[config.mk]
export PLATFORM = sky130hd
export DESIGN_NAME = msp_request_frame_receiver_unit
export DESIGN_NICKNAME = d
export VERILOG_FILES = /design/src/rtl/msp_rfr_pkg.sv /design/src/rtl/msp_request_frame_receiver_unit.sv /design/src/rtl/msp_rfr_ram.sv /design/src/rtl/msp_rfr_parser.sv /design/src/rtl/msp_rfr_outq.sv
export VERILOG_INCLUDE_DIRS = /design/src /design/src/rtl
export SDC_FILE = /design/constraint.sdc
export NUM_CORES = 1
export LEC_CHECK = 0
export ABC_AREA = 1
export BUFFER_PORTS_ARGS = -buffer_cell sky130_fd_sc_hd__buf_4
export CORE_UTILIZATION = 35
export DETAILED_ROUTE_END_ITERATION = 6
export PLACE_DENSITY = 0.58
export SETUP_SLACK_MARGIN = 0.2
export SYNTH_ARGS = -nofsm -noshare
export SYNTH_HDL_FRONTEND = slang
export SYNTH_HIERARCHICAL = 1
export SYNTH_SLANG_ARGS = --single-unit
[constraint.sdc]
create_clock -name clock -period 11 [get_ports clock]
set_clock_uncertainty 0.2 [all_clocks]
set_input_delay 1.65 -clock clock [delete_from_list [all_inputs] [get_ports clock]]
set_output_delay 1.65 -clock clock [all_outputs]
set_load 0.005 [all_outputs]
[src/rtl/msp_request_frame_receiver_unit_assert.svh]
// Assertion macros shared by the frame receiver RTL.
`ifndef MSP_REQUEST_FRAME_RECEIVER_UNIT_ASSERT_SVH
`define MSP_REQUEST_FRAME_RECEIVER_UNIT_ASSERT_SVH

`ifndef SYNTHESIS

// Same-cycle implication.
`define MSP_ASSERT_IMPLY(label, clk, rst, ante, cons) \
   label: assert property (@(posedge clk) disable iff (rst) (ante) |-> (cons)) \
      else $error("msp frame receiver: assertion failed");

// Implication checked in the following cycle.
`define MSP_ASSERT_NEXT(label, clk, rst, ante, cons) \
   label: assert property (@(posedge clk) disable iff (rst) (ante) |=> (cons)) \
      else $error("msp frame receiver: assertion failed");

`else

`define MSP_ASSERT_IMPLY(label, clk, rst, ante, cons)
`define MSP_ASSERT_NEXT(label, clk, rst, ante, cons)

`endif

`endif

[src/rtl/msp_rfr_pkg.sv]
`timescale 1ns / 1ps
`default_nettype none

package msp_rfr_pkg;

   // Bytes per frame buffer; two buffers share one store.
   localparam int BUFFER_DEPTH = 64;
   localparam int STORE_DEPTH  = 2 * BUFFER_DEPTH;
   localparam int ADDR_W       = $clog2(STORE_DEPTH);
   localparam int POS_W        = $clog2(BUFFER_DEPTH + 1);
   // Byte plus overhead, and any position, compared in this width.
   localparam int SUM_W        = (POS_W > 9) ? POS_W : 9;

   localparam int OUTQ_DEPTH   = 3;
   localparam int OUTQ_PTR_W   = $clog2(OUTQ_DEPTH);
   localparam int OUTQ_CNT_W   = $clog2(OUTQ_DEPTH + 1);

   localparam int REQ_DATA_W   = 16;
   localparam int REQ_USER_W   = 3;
   localparam int RSP_DATA_W   = 16;

   localparam logic [7:0] HDR_FIRST  = 8'h24;   // '$'
   localparam logic [7:0] HDR_SECOND = 8'h4D;   // 'M'
   localparam logic [7:0] HDR_THIRD  = 8'h3C;   // '<'
   localparam logic [SUM_W-1:0] FRAME_OVERHEAD = SUM_W'(6);
   localparam logic [POS_W-1:0] LEN_POS        = POS_W'(3);

   typedef enum logic [1:0] {
      ACT_RX    = 2'd0,
      ACT_READ  = 2'd1,
      ACT_CLEAR = 2'd2
   } action_type;

   typedef struct packed {
      logic frame_done;
      logic done_buffer;
      logic frame_dropped;
      logic ready_first;
      logic ready_second;
      logic is_read;
   } result_type;

endpackage

`default_nettype wire

[src/rtl/msp_request_frame_receiver_unit.sv]
`timescale 1ns / 1ps
`default_nettype none

// Channel   Direction  Ports                       Beat
// req       in         req_tvalid/tready/tdata/tuser  one action
// rsp       out        rsp_tvalid/tready/tdata        one result per action
//
// One beat accepted per cycle while req_tready is high. The header parser result
// and the frame store write and read are registered; results then wait in a
// three-entry output queue, and req_tready drops only when the parser stage plus
// that queue hold three results.
// Synchronous reset returns to header hunt with both buffers not ready;
// frame store contents are undefined until written.
module msp_request_frame_receiver_unit (
   input  wire logic                                clock,
   input  wire logic                                reset,
   input  wire logic                                req_tvalid,
   output logic                                     req_tready,
   // [7:0] rx_byte, [13:8] read_position, [15:14] zero
   input  wire logic [msp_rfr_pkg::REQ_DATA_W-1:0]  req_tdata,
   // [1:0] action, [2] buffer_select
   input  wire logic [msp_rfr_pkg::REQ_USER_W-1:0]  req_tuser,
   output logic                                     rsp_tvalid,
   input  wire logic                                rsp_tready,
   // [0] frame_done, [1] done_buffer, [2] frame_dropped, [3] ready_first,
   // [4] ready_second, [12:5] read_data, [15:13] zero
   output logic [msp_rfr_pkg::RSP_DATA_W-1:0]       rsp_tdata
);
   import msp_rfr_pkg::*;

   logic                  accept;
   logic                  wr_en;
   logic [ADDR_W-1:0]     wr_addr;
   logic [7:0]            wr_data;
   logic                  rd_en;
   logic [ADDR_W-1:0]     rd_addr;
   logic [7:0]            rd_data;
   logic                  res_valid;
   result_type            res;
   logic [7:0]            read_data;
   logic [RSP_DATA_W-1:0] beat;
   logic [OUTQ_CNT_W-1:0] q_count;
   logic [OUTQ_CNT_W:0]   occupancy;

   assign occupancy  = {1'b0, q_count} + (OUTQ_CNT_W + 1)'(res_valid);
   assign req_tready = occupancy < (OUTQ_CNT_W + 1)'(OUTQ_DEPTH);
   assign accept     = req_tvalid & req_tready;

   msp_rfr_parser u_parser (
      .clock         (clock),
      .reset         (reset),
      .accept        (accept),
      .action        (action_type'(req_tuser[1:0])),
      .rx_byte       (req_tdata[7:0]),
      .buffer_select (req_tuser[2]),
      .read_position (req_tdata[13:8]),
      .wr_en         (wr_en),
      .wr_addr       (wr_addr),
      .wr_data       (wr_data),
      .rd_en         (rd_en),
      .rd_addr       (rd_addr),
      .res_valid     (res_valid),
      .res           (res)
   );

   msp_rfr_ram #(
      .WIDTH (8),
      .DEPTH (STORE_DEPTH)
   ) u_store (
      .clock   (clock),
      .wr_en   (wr_en),
      .wr_addr (wr_addr),
      .wr_data (wr_data),
      .rd_en   (rd_en),
      .rd_addr (rd_addr),
      .rd_data (rd_data)
   );

   // RAM read data lines up with the parser result register.
   assign read_data = res.is_read ? rd_data : 8'h00;
   assign beat = {3'b000, read_data, res.ready_second, res.ready_first,
                  res.frame_dropped, res.done_buffer, res.frame_done};

   msp_rfr_outq u_outq (
      .clock      (clock),
      .reset      (reset),
      .push       (res_valid),
      .push_data  (beat),
      .rsp_tvalid (rsp_tvalid),
      .rsp_tready (rsp_tready),
      .rsp_tdata  (rsp_tdata),
      .count      (q_count)
   );

endmodule

`default_nettype wire

[src/rtl/msp_rfr_ram.sv]
`timescale 1ns / 1ps
`default_nettype none

module msp_rfr_ram #(
   parameter int WIDTH = 8,
   parameter int DEPTH = 128
) (
   input  wire logic                     clock,
   input  wire logic                     wr_en,
   input  wire logic [$clog2(DEPTH)-1:0] wr_addr,
   input  wire logic [WIDTH-1:0]         wr_data,
   input  wire logic                     rd_en,
   input  wire logic [$clog2(DEPTH)-1:0] rd_addr,
   output logic      [WIDTH-1:0]         rd_data
);

   logic [WIDTH-1:0] mem_ff [DEPTH];
   logic [WIDTH-1:0] rd_data_ff;

   always_ff @(posedge clock) begin
      if (wr_en) begin
         mem_ff[wr_addr] <= wr_data;
      end
      if (rd_en) begin
         rd_data_ff <= mem_ff[rd_addr];
      end
   end

   assign rd_data = rd_data_ff;

endmodule

`default_nettype wire

[src/rtl/msp_rfr_parser.sv]
`timescale 1ns / 1ps
`default_nettype none
`include "msp_request_frame_receiver_unit_assert.svh"

module msp_rfr_parser (
   input  wire logic                         clock,
   input  wire logic                         reset,
   input  wire logic                         accept,
   input  wire msp_rfr_pkg::action_type      action,
   input  wire logic [7:0]                   rx_byte,
   input  wire logic                         buffer_select,
   input  wire logic [5:0]                   read_position,
   output logic                              wr_en,
   output logic [msp_rfr_pkg::ADDR_W-1:0]    wr_addr,
   output logic [7:0]                        wr_data,
   output logic                              rd_en,
   output logic [msp_rfr_pkg::ADDR_W-1:0]    rd_addr,
   output logic                              res_valid,
   output msp_rfr_pkg::result_type           res
);
   import msp_rfr_pkg::*;

   logic [POS_W-1:0] pos_ff, pos_in;
   logic [7:0]       len_ff, len_in;
   logic             act_ff, act_in;
   logic             rdy0_ff, rdy0_in;
   logic             rdy1_ff, rdy1_in;
   logic             res_valid_ff;
   result_type       res_ff, res_in;

   logic [ADDR_W-1:0] wr_base;
   logic [ADDR_W-1:0] rd_base;
   logic [SUM_W-1:0]  len_sum;
   logic [SUM_W-1:0]  pos_wide;
   logic              done;
   logic              dropped;
   logic              store;

   assign wr_base = act_ff ? ADDR_W'(BUFFER_DEPTH) : '0;
   assign rd_base = buffer_select ? ADDR_W'(BUFFER_DEPTH) : '0;
   assign wr_addr = wr_base + ADDR_W'(pos_ff);
   assign rd_addr = rd_base + ADDR_W'(read_position);
   assign wr_data = rx_byte;
   assign wr_en   = store;

   always_comb begin
      pos_in   = pos_ff;
      len_in   = len_ff;
      act_in   = act_ff;
      rdy0_in  = rdy0_ff;
      rdy1_in  = rdy1_ff;
      store    = 1'b0;
      rd_en    = 1'b0;
      done     = 1'b0;
      dropped  = 1'b0;
      len_sum  = SUM_W'(rx_byte) + FRAME_OVERHEAD;
      pos_wide = '0;
      res_in   = '0;

      if (accept) begin
         unique case (action)
            ACT_RX: begin
               priority if (pos_ff == '0) begin
                  if (rx_byte == HDR_FIRST) begin
                     store  = 1'b1;
                     pos_in = POS_W'(1);
                  end
               end else if (pos_ff == POS_W'(1)) begin
                  if (rx_byte == HDR_SECOND) begin
                     store  = 1'b1;
                     pos_in = POS_W'(2);
                  end else begin
                     pos_in = '0;
                  end
               end else if (pos_ff == POS_W'(2)) begin
                  if (rx_byte == HDR_THIRD) begin
                     store  = 1'b1;
                     pos_in = LEN_POS;
                  end else begin
                     pos_in = '0;
                  end
               end else if (pos_ff == LEN_POS) begin
                  // Oversized frame: drop it before it can run past the buffer.
                  if (len_sum > SUM_W'(BUFFER_DEPTH)) begin
                     dropped = 1'b1;
                     pos_in  = '0;
                  end else begin
                     len_in = rx_byte;
                     store  = 1'b1;
                     pos_in = pos_ff + POS_W'(1);
                  end
               end else begin
                  store  = 1'b1;
                  pos_in = pos_ff + POS_W'(1);
               end

               pos_wide = SUM_W'(pos_in);
               if (pos_in > LEN_POS &&
                   pos_wide == SUM_W'(len_in) + FRAME_OVERHEAD) begin
                  done   = 1'b1;
                  pos_in = '0;
                  act_in = ~act_ff;
                  if (act_ff) begin
                     rdy1_in = 1'b1;
                  end else begin
                     rdy0_in = 1'b1;
                  end
               end
            end
            ACT_READ: begin
               rd_en = SUM_W'(read_position) < SUM_W'(BUFFER_DEPTH);
            end
            ACT_CLEAR: begin
               if (buffer_select) begin
                  rdy1_in = 1'b0;
               end else begin
                  rdy0_in = 1'b0;
               end
            end
            default: begin
            end
         endcase

         res_in.frame_done    = done;
         res_in.done_buffer   = done & act_ff;
         res_in.frame_dropped = dropped;
         res_in.ready_first   = rdy0_in;
         res_in.ready_second  = rdy1_in;
         res_in.is_read       = rd_en;
      end
   end

   always_ff @(posedge clock) begin
      if (reset) begin
         pos_ff       <= '0;
         len_ff       <= '0;
         act_ff       <= 1'b0;
         rdy0_ff      <= 1'b0;
         rdy1_ff      <= 1'b0;
         res_valid_ff <= 1'b0;
      end else begin
         pos_ff       <= pos_in;
         len_ff       <= len_in;
         act_ff       <= act_in;
         rdy0_ff      <= rdy0_in;
         rdy1_ff      <= rdy1_in;
         res_valid_ff <= accept;
      end
   end

   always_ff @(posedge clock) begin
      res_ff <= res_in;
   end

   assign res_valid = res_valid_ff;
   assign res       = res_ff;

   `MSP_ASSERT_IMPLY(a_pos_in_range, clock, reset, 1'b1,
      SUM_W'(pos_ff) < SUM_W'(BUFFER_DEPTH))
   `MSP_ASSERT_IMPLY(a_done_not_dropped, clock, reset, res_valid_ff,
      !(res_ff.frame_done && res_ff.frame_dropped))
   `MSP_ASSERT_IMPLY(a_done_rehunts, clock, reset,
      res_valid_ff && (res_ff.frame_done || res_ff.frame_dropped), pos_ff == '0)

endmodule

`default_nettype wire

[src/rtl/msp_rfr_outq.sv]
`timescale 1ns / 1ps
`default_nettype none
`include "msp_request_frame_receiver_unit_assert.svh"

module msp_rfr_outq (
   input  wire logic                              clock,
   input  wire logic                              reset,
   input  wire logic                              push,
   input  wire logic [msp_rfr_pkg::RSP_DATA_W-1:0] push_data,
   output logic                                   rsp_tvalid,
   input  wire logic                              rsp_tready,
   output logic [msp_rfr_pkg::RSP_DATA_W-1:0]     rsp_tdata,
   output logic [msp_rfr_pkg::OUTQ_CNT_W-1:0]     count
);
   import msp_rfr_pkg::*;

   logic [RSP_DATA_W-1:0] slot_ff [OUTQ_DEPTH];
   logic [OUTQ_PTR_W-1:0] wr_ptr_ff, wr_ptr_in;
   logic [OUTQ_PTR_W-1:0] rd_ptr_ff, rd_ptr_in;
   logic [OUTQ_CNT_W-1:0] cnt_ff, cnt_in;
   logic                  pop;

   assign pop = rsp_tvalid & rsp_tready;

   always_comb begin
      wr_ptr_in = wr_ptr_ff;
      rd_ptr_in = rd_ptr_ff;
      cnt_in    = cnt_ff;
      if (push) begin
         wr_ptr_in = (wr_ptr_ff == OUTQ_PTR_W'(OUTQ_DEPTH - 1)) ? '0
                     : wr_ptr_ff + OUTQ_PTR_W'(1);
      end
      if (pop) begin
         rd_ptr_in = (rd_ptr_ff == OUTQ_PTR_W'(OUTQ_DEPTH - 1)) ? '0
                     : rd_ptr_ff + OUTQ_PTR_W'(1);
      end
      if (push && !pop) begin
         cnt_in = cnt_ff + OUTQ_CNT_W'(1);
      end else if (pop && !push) begin
         cnt_in = cnt_ff - OUTQ_CNT_W'(1);
      end
   end

   always_ff @(posedge clock) begin
      if (reset) begin
         wr_ptr_ff <= '0;
         rd_ptr_ff <= '0;
         cnt_ff    <= '0;
      end else begin
         wr_ptr_ff <= wr_ptr_in;
         rd_ptr_ff <= rd_ptr_in;
         cnt_ff    <= cnt_in;
      end
   end

   always_ff @(posedge clock) begin
      if (push) begin
         slot_ff[wr_ptr_ff] <= push_data;
      end
   end

   assign rsp_tvalid = (cnt_ff != '0);
   assign rsp_tdata  = slot_ff[rd_ptr_ff];
   assign count      = cnt_ff;

   `MSP_ASSERT_IMPLY(a_no_overflow, clock, reset, push,
      cnt_ff != OUTQ_CNT_W'(OUTQ_DEPTH) || pop)
   `MSP_ASSERT_NEXT(a_count_holds, clock, reset, !push && !pop, $stable(cnt_ff))

endmodule

`default_nettype wire
==> flow_summary.ini <==
[power]
p_sw_frac = 0.2286
peakVddDrop_v = 0.0001207
power_density_mw_per_mm2 = 171.5
clock_power_share = 0.399
p_seq_frac = 0.534
power.internal_w = 0.006760
power_frac_comb = 0.067
power.switching_w = 0.002003
p_leak_nw = 18.02

[logic_synthesis]
ys_ff_latch = 1113
seq_area_frac_synth = 0.7110
synth_warnings = 6
synth_edf_count = 1080
syn_area_per_cell_sq_um = 11.35
synthFlopType = edfxtp_1
synth.distinct_cells = 38
syn_area_sq_mm = 0.04654
netlist_instances = 4099
synth-async-reset-ratio = 0

[drt]
wl_per_cell_um = 19.89
drtPass1Iterations = 5
vias = 29580
drc_errors = 0
wirelength_mm = 116.5
drt_iter0_drc = 2381
viasPerCell = 5.050
final_antenna_net_count = 0

[sta]
timing.fmax_ghz = 0.1883
slew_violations = 0
hold_violations = 0
max_slew.worst_pin.slew_ns = 1.265
slew_headroom = 0.1564
rsz0062_at_grt = false
fin_crit_sh = 0.4828
finalSetupViolCount = 0
period_needed_ns = 5.311
tns_ns = 0

[floorplan]
die_w_um = 366.7
die_area_sq_mm = 0.1344
rows = 133
initial_core_util = 0.3536
io_pins = 41
die_h_um = 366.7
core-area_sq_mm = 0.1316

[finish]
antenna_cells = 0
multi_input_area_sq_mm = 0.01147
post_route_cells_drive_above_1_share = 0.05971
seq_area_sq_mm = 0.03309
fillers = 12430
fin_area_sq_mm = 0.05109
post-route-util = 0.3882
fin_nets = 4053
synthToLayoutAreaGrowth_pct = 9.778

[cts]
cts_buffers = 106
cts_htree_levels = 3
cts.clk_slew.worst_paths_ns = 0.06
hold_buffers = 0
clock_latency_ns = 0.70
clock-sinks = 1113
cts.path.max_buffers = 3
tritoncts = built
ctsResizeCount = 0
cts_root_buffer = clkbuf_16
cts_setup_buffers = 0

[run]
max-cap-violations = 0

[worst_setup_path]
cp.arrival_ns = 5.41
cp-start-kind = input port
path_class = in2reg
path_max_fanout = 69
end_kind = flip-flop
required_ns = 11.10

[placement]
gp_congestion = 0.8435
numPortBuffers = 38
placed_cell_area_sq_mm = 0.04779
hpwl_mm = 64.14

[grt]
grt-ovfl-total = 0
grt_max_degree = 230
antenna_found_initial = 2
grt_usage = 0.1688
grt_pass1_vias = 27800
grt_pass1_wl_mm = 174.3

[run_status]
outcome = finished clean

[hold_path]
hp-class = reg2reg
[cell families after synthesis]
group           after synthesis  synth area share
compound gates               70          0.008549
fa+ha+maj                     9          0.002420
buf+inv                     370           0.04320
xor+xnor                     10          0.001882
other cells                   1        0.00008057
flops                      1113            0.7110
simple gates               2526            0.2329
[layer usage]
metal / GRT usage / routed length [um] / vias up / part of all wire
li1: - / - / 14100 / -
met1: 0.2277 / 49990 / 14520 / 0.43
met2: 0.2813 / 57290 / 837 / 0.49
met3: 0.02736 / 6825 / 130 / 0.059
met4: 0.04522 / 2372 / 2 / 0.020
met5: 0 / 9 / - / 0.000077
[cell usage after synthesis, types with 14 or more instances]
library cell,n,area share
nor3_1,14,0.0015
nand2_1,1336,0.11
a21oi_1,45,0.0048
buf_1,14,0.0011
clkbuf_1,37,0.0030
nor2_1,176,0.014
buf_4,64,0.010
dfxtp_1,33,0.014
buf_6,27,0.0065
buf_2,122,0.013
edfxtp_1,1080,0.70
inv_1,95,0.0077
nand3_1,967,0.10
[metrics by stage]
step	worst slack (ns)	std cells	power, W	hold slack, ns
after floorplan	6.651	4107	0.005155	0.2210
after global placement	5.054	5668	0.005355	0.2304
after detailed placement	4.950	5668	0.005361	0.2408
after CTS	5.679	5858	0.008827	0.2404
after global routing	5.444	5858	0.009043	0.2612
final	5.689	5858	0.008762	0.2371
[power by group through the flow]
stage	Combinational, W	Sequential, W	Clock (W)
finish	0.000586	0.00468	0.00350
global placement	0.000585	0.00477	0
global route	0.000647	0.00468	0.00371
floorplan	0.000396	0.00476	0
detailed placement	0.000590	0.00477	0
CTS	0.000591	0.00468	0.00356
[registers in the layout (all words and copies together), names as in the netlist, 6 cells and up, named ones only]
register,count
u_outq/slot_ff,48
u_store/rd_data,8
u_parser/res,6
u_store/mem_ff,1024
u_parser/len_ff,8
u_parser/pos_ff,7
[final cells by class]
type | instances | area share
Clock inverter | 52 | 0.008302
Clock buffer | 138 | 0.05630
Inverter | 105 | 0.008375
Sequential cell | 1113 | 0.6477
Multi-Input combinational cell | 2624 | 0.2246
Tap cell | 1755 | 0.04298
Timing Repair Buffer | 71 | 0.01178
[cell usage in the layout, fill, tap and decap left out, types with 2 or more instances in the layout]
| cell | synthesis | routed |
|---|---|---|
| inv_1 | 95 | 94 |
| clkinvlp_4 | 0 | 3 |
| clkinv_1 | 2 | 27 |
| nor4_1 | 2 | 2 |
| o21ai_2 | 4 | 4 |
| buf_6 | 27 | 8 |
| nor3_1 | 14 | 13 |
| clkinv_2 | 0 | 13 |
| dfxtp_1 | 33 | 33 |
| inv_4 | 1 | 2 |
| xor2_1 | 10 | 10 |
| nand2_1 | 1336 | 1336 |
| nand4_1 | 11 | 11 |
| clkinv_16 | 0 | 2 |
| nor2_2 | 2 | 2 |
| nand3_2 | 2 | 2 |
| ha_1 | 9 | 9 |
| nand3_1 | 967 | 967 |
| o211ai_1 | 9 | 9 |
| nor2_4 | 4 | 4 |
| conb_1 | 1 | 9 |
| bufinv_16 | 0 | 4 |
| a21oi_1 | 45 | 45 |
| inv_6 | 0 | 3 |
| o21ai_0 | 7 | 7 |
| clkbuf_1 | 37 | 25 |
| nand2_2 | 8 | 8 |
| edfxtp_1 | 1080 | 1080 |
| clkbuf_8 | 0 | 5 |
| buf_12 | 0 | 2 |
| inv_16 | 0 | 2 |
| o21ai_1 | 2 | 2 |
| nor2_1 | 176 | 176 |
| clkbuf_16 | 0 | 109 |
| inv_2 | 5 | 4 |
| a21oi_2 | 2 | 2 |
| buf_4 | 64 | 59 |
[critical path, cell delays in order]
cell and delay, ns:
buf_6 0.41, inv_1 0.17, ha_1 0.24, inv_1 0.12, nand3_1 0.11, nor2_1 0.12
nand3_1 0.08, nand2_1 0.25, nand2_1 0.14, nand3_1 0.08, o211ai_1 0.15, inv_1 0.30
nand2_1 0.47, buf_4 0.38, nor2_1 0.69
[path summary, 6_finish.rpt]
kind | start | endpoint | slack, ns | depth (start not counted)
worst max-delay path | req_tdata[2] | u_store/mem_ff[91][5]$_DFFE_PP_ | 5.69 | 15
worst min-delay path | u_parser/res[5]$_SDFF_PN0_ | u_outq/slot_ff[0][0]$_DFFE_PP_ | 0.24 | 0
worst max register to register | u_parser/res_valid$_SDFF_PP0_ | u_store/mem_ff[91][5]$_DFFE_PP_ | 6.32 | 15
worst min register to register | u_parser/res[5]$_SDFF_PN0_ | u_outq/slot_ff[0][0]$_DFFE_PP_ | 0.24 | 0
Power figures use the tool's default switching activity.
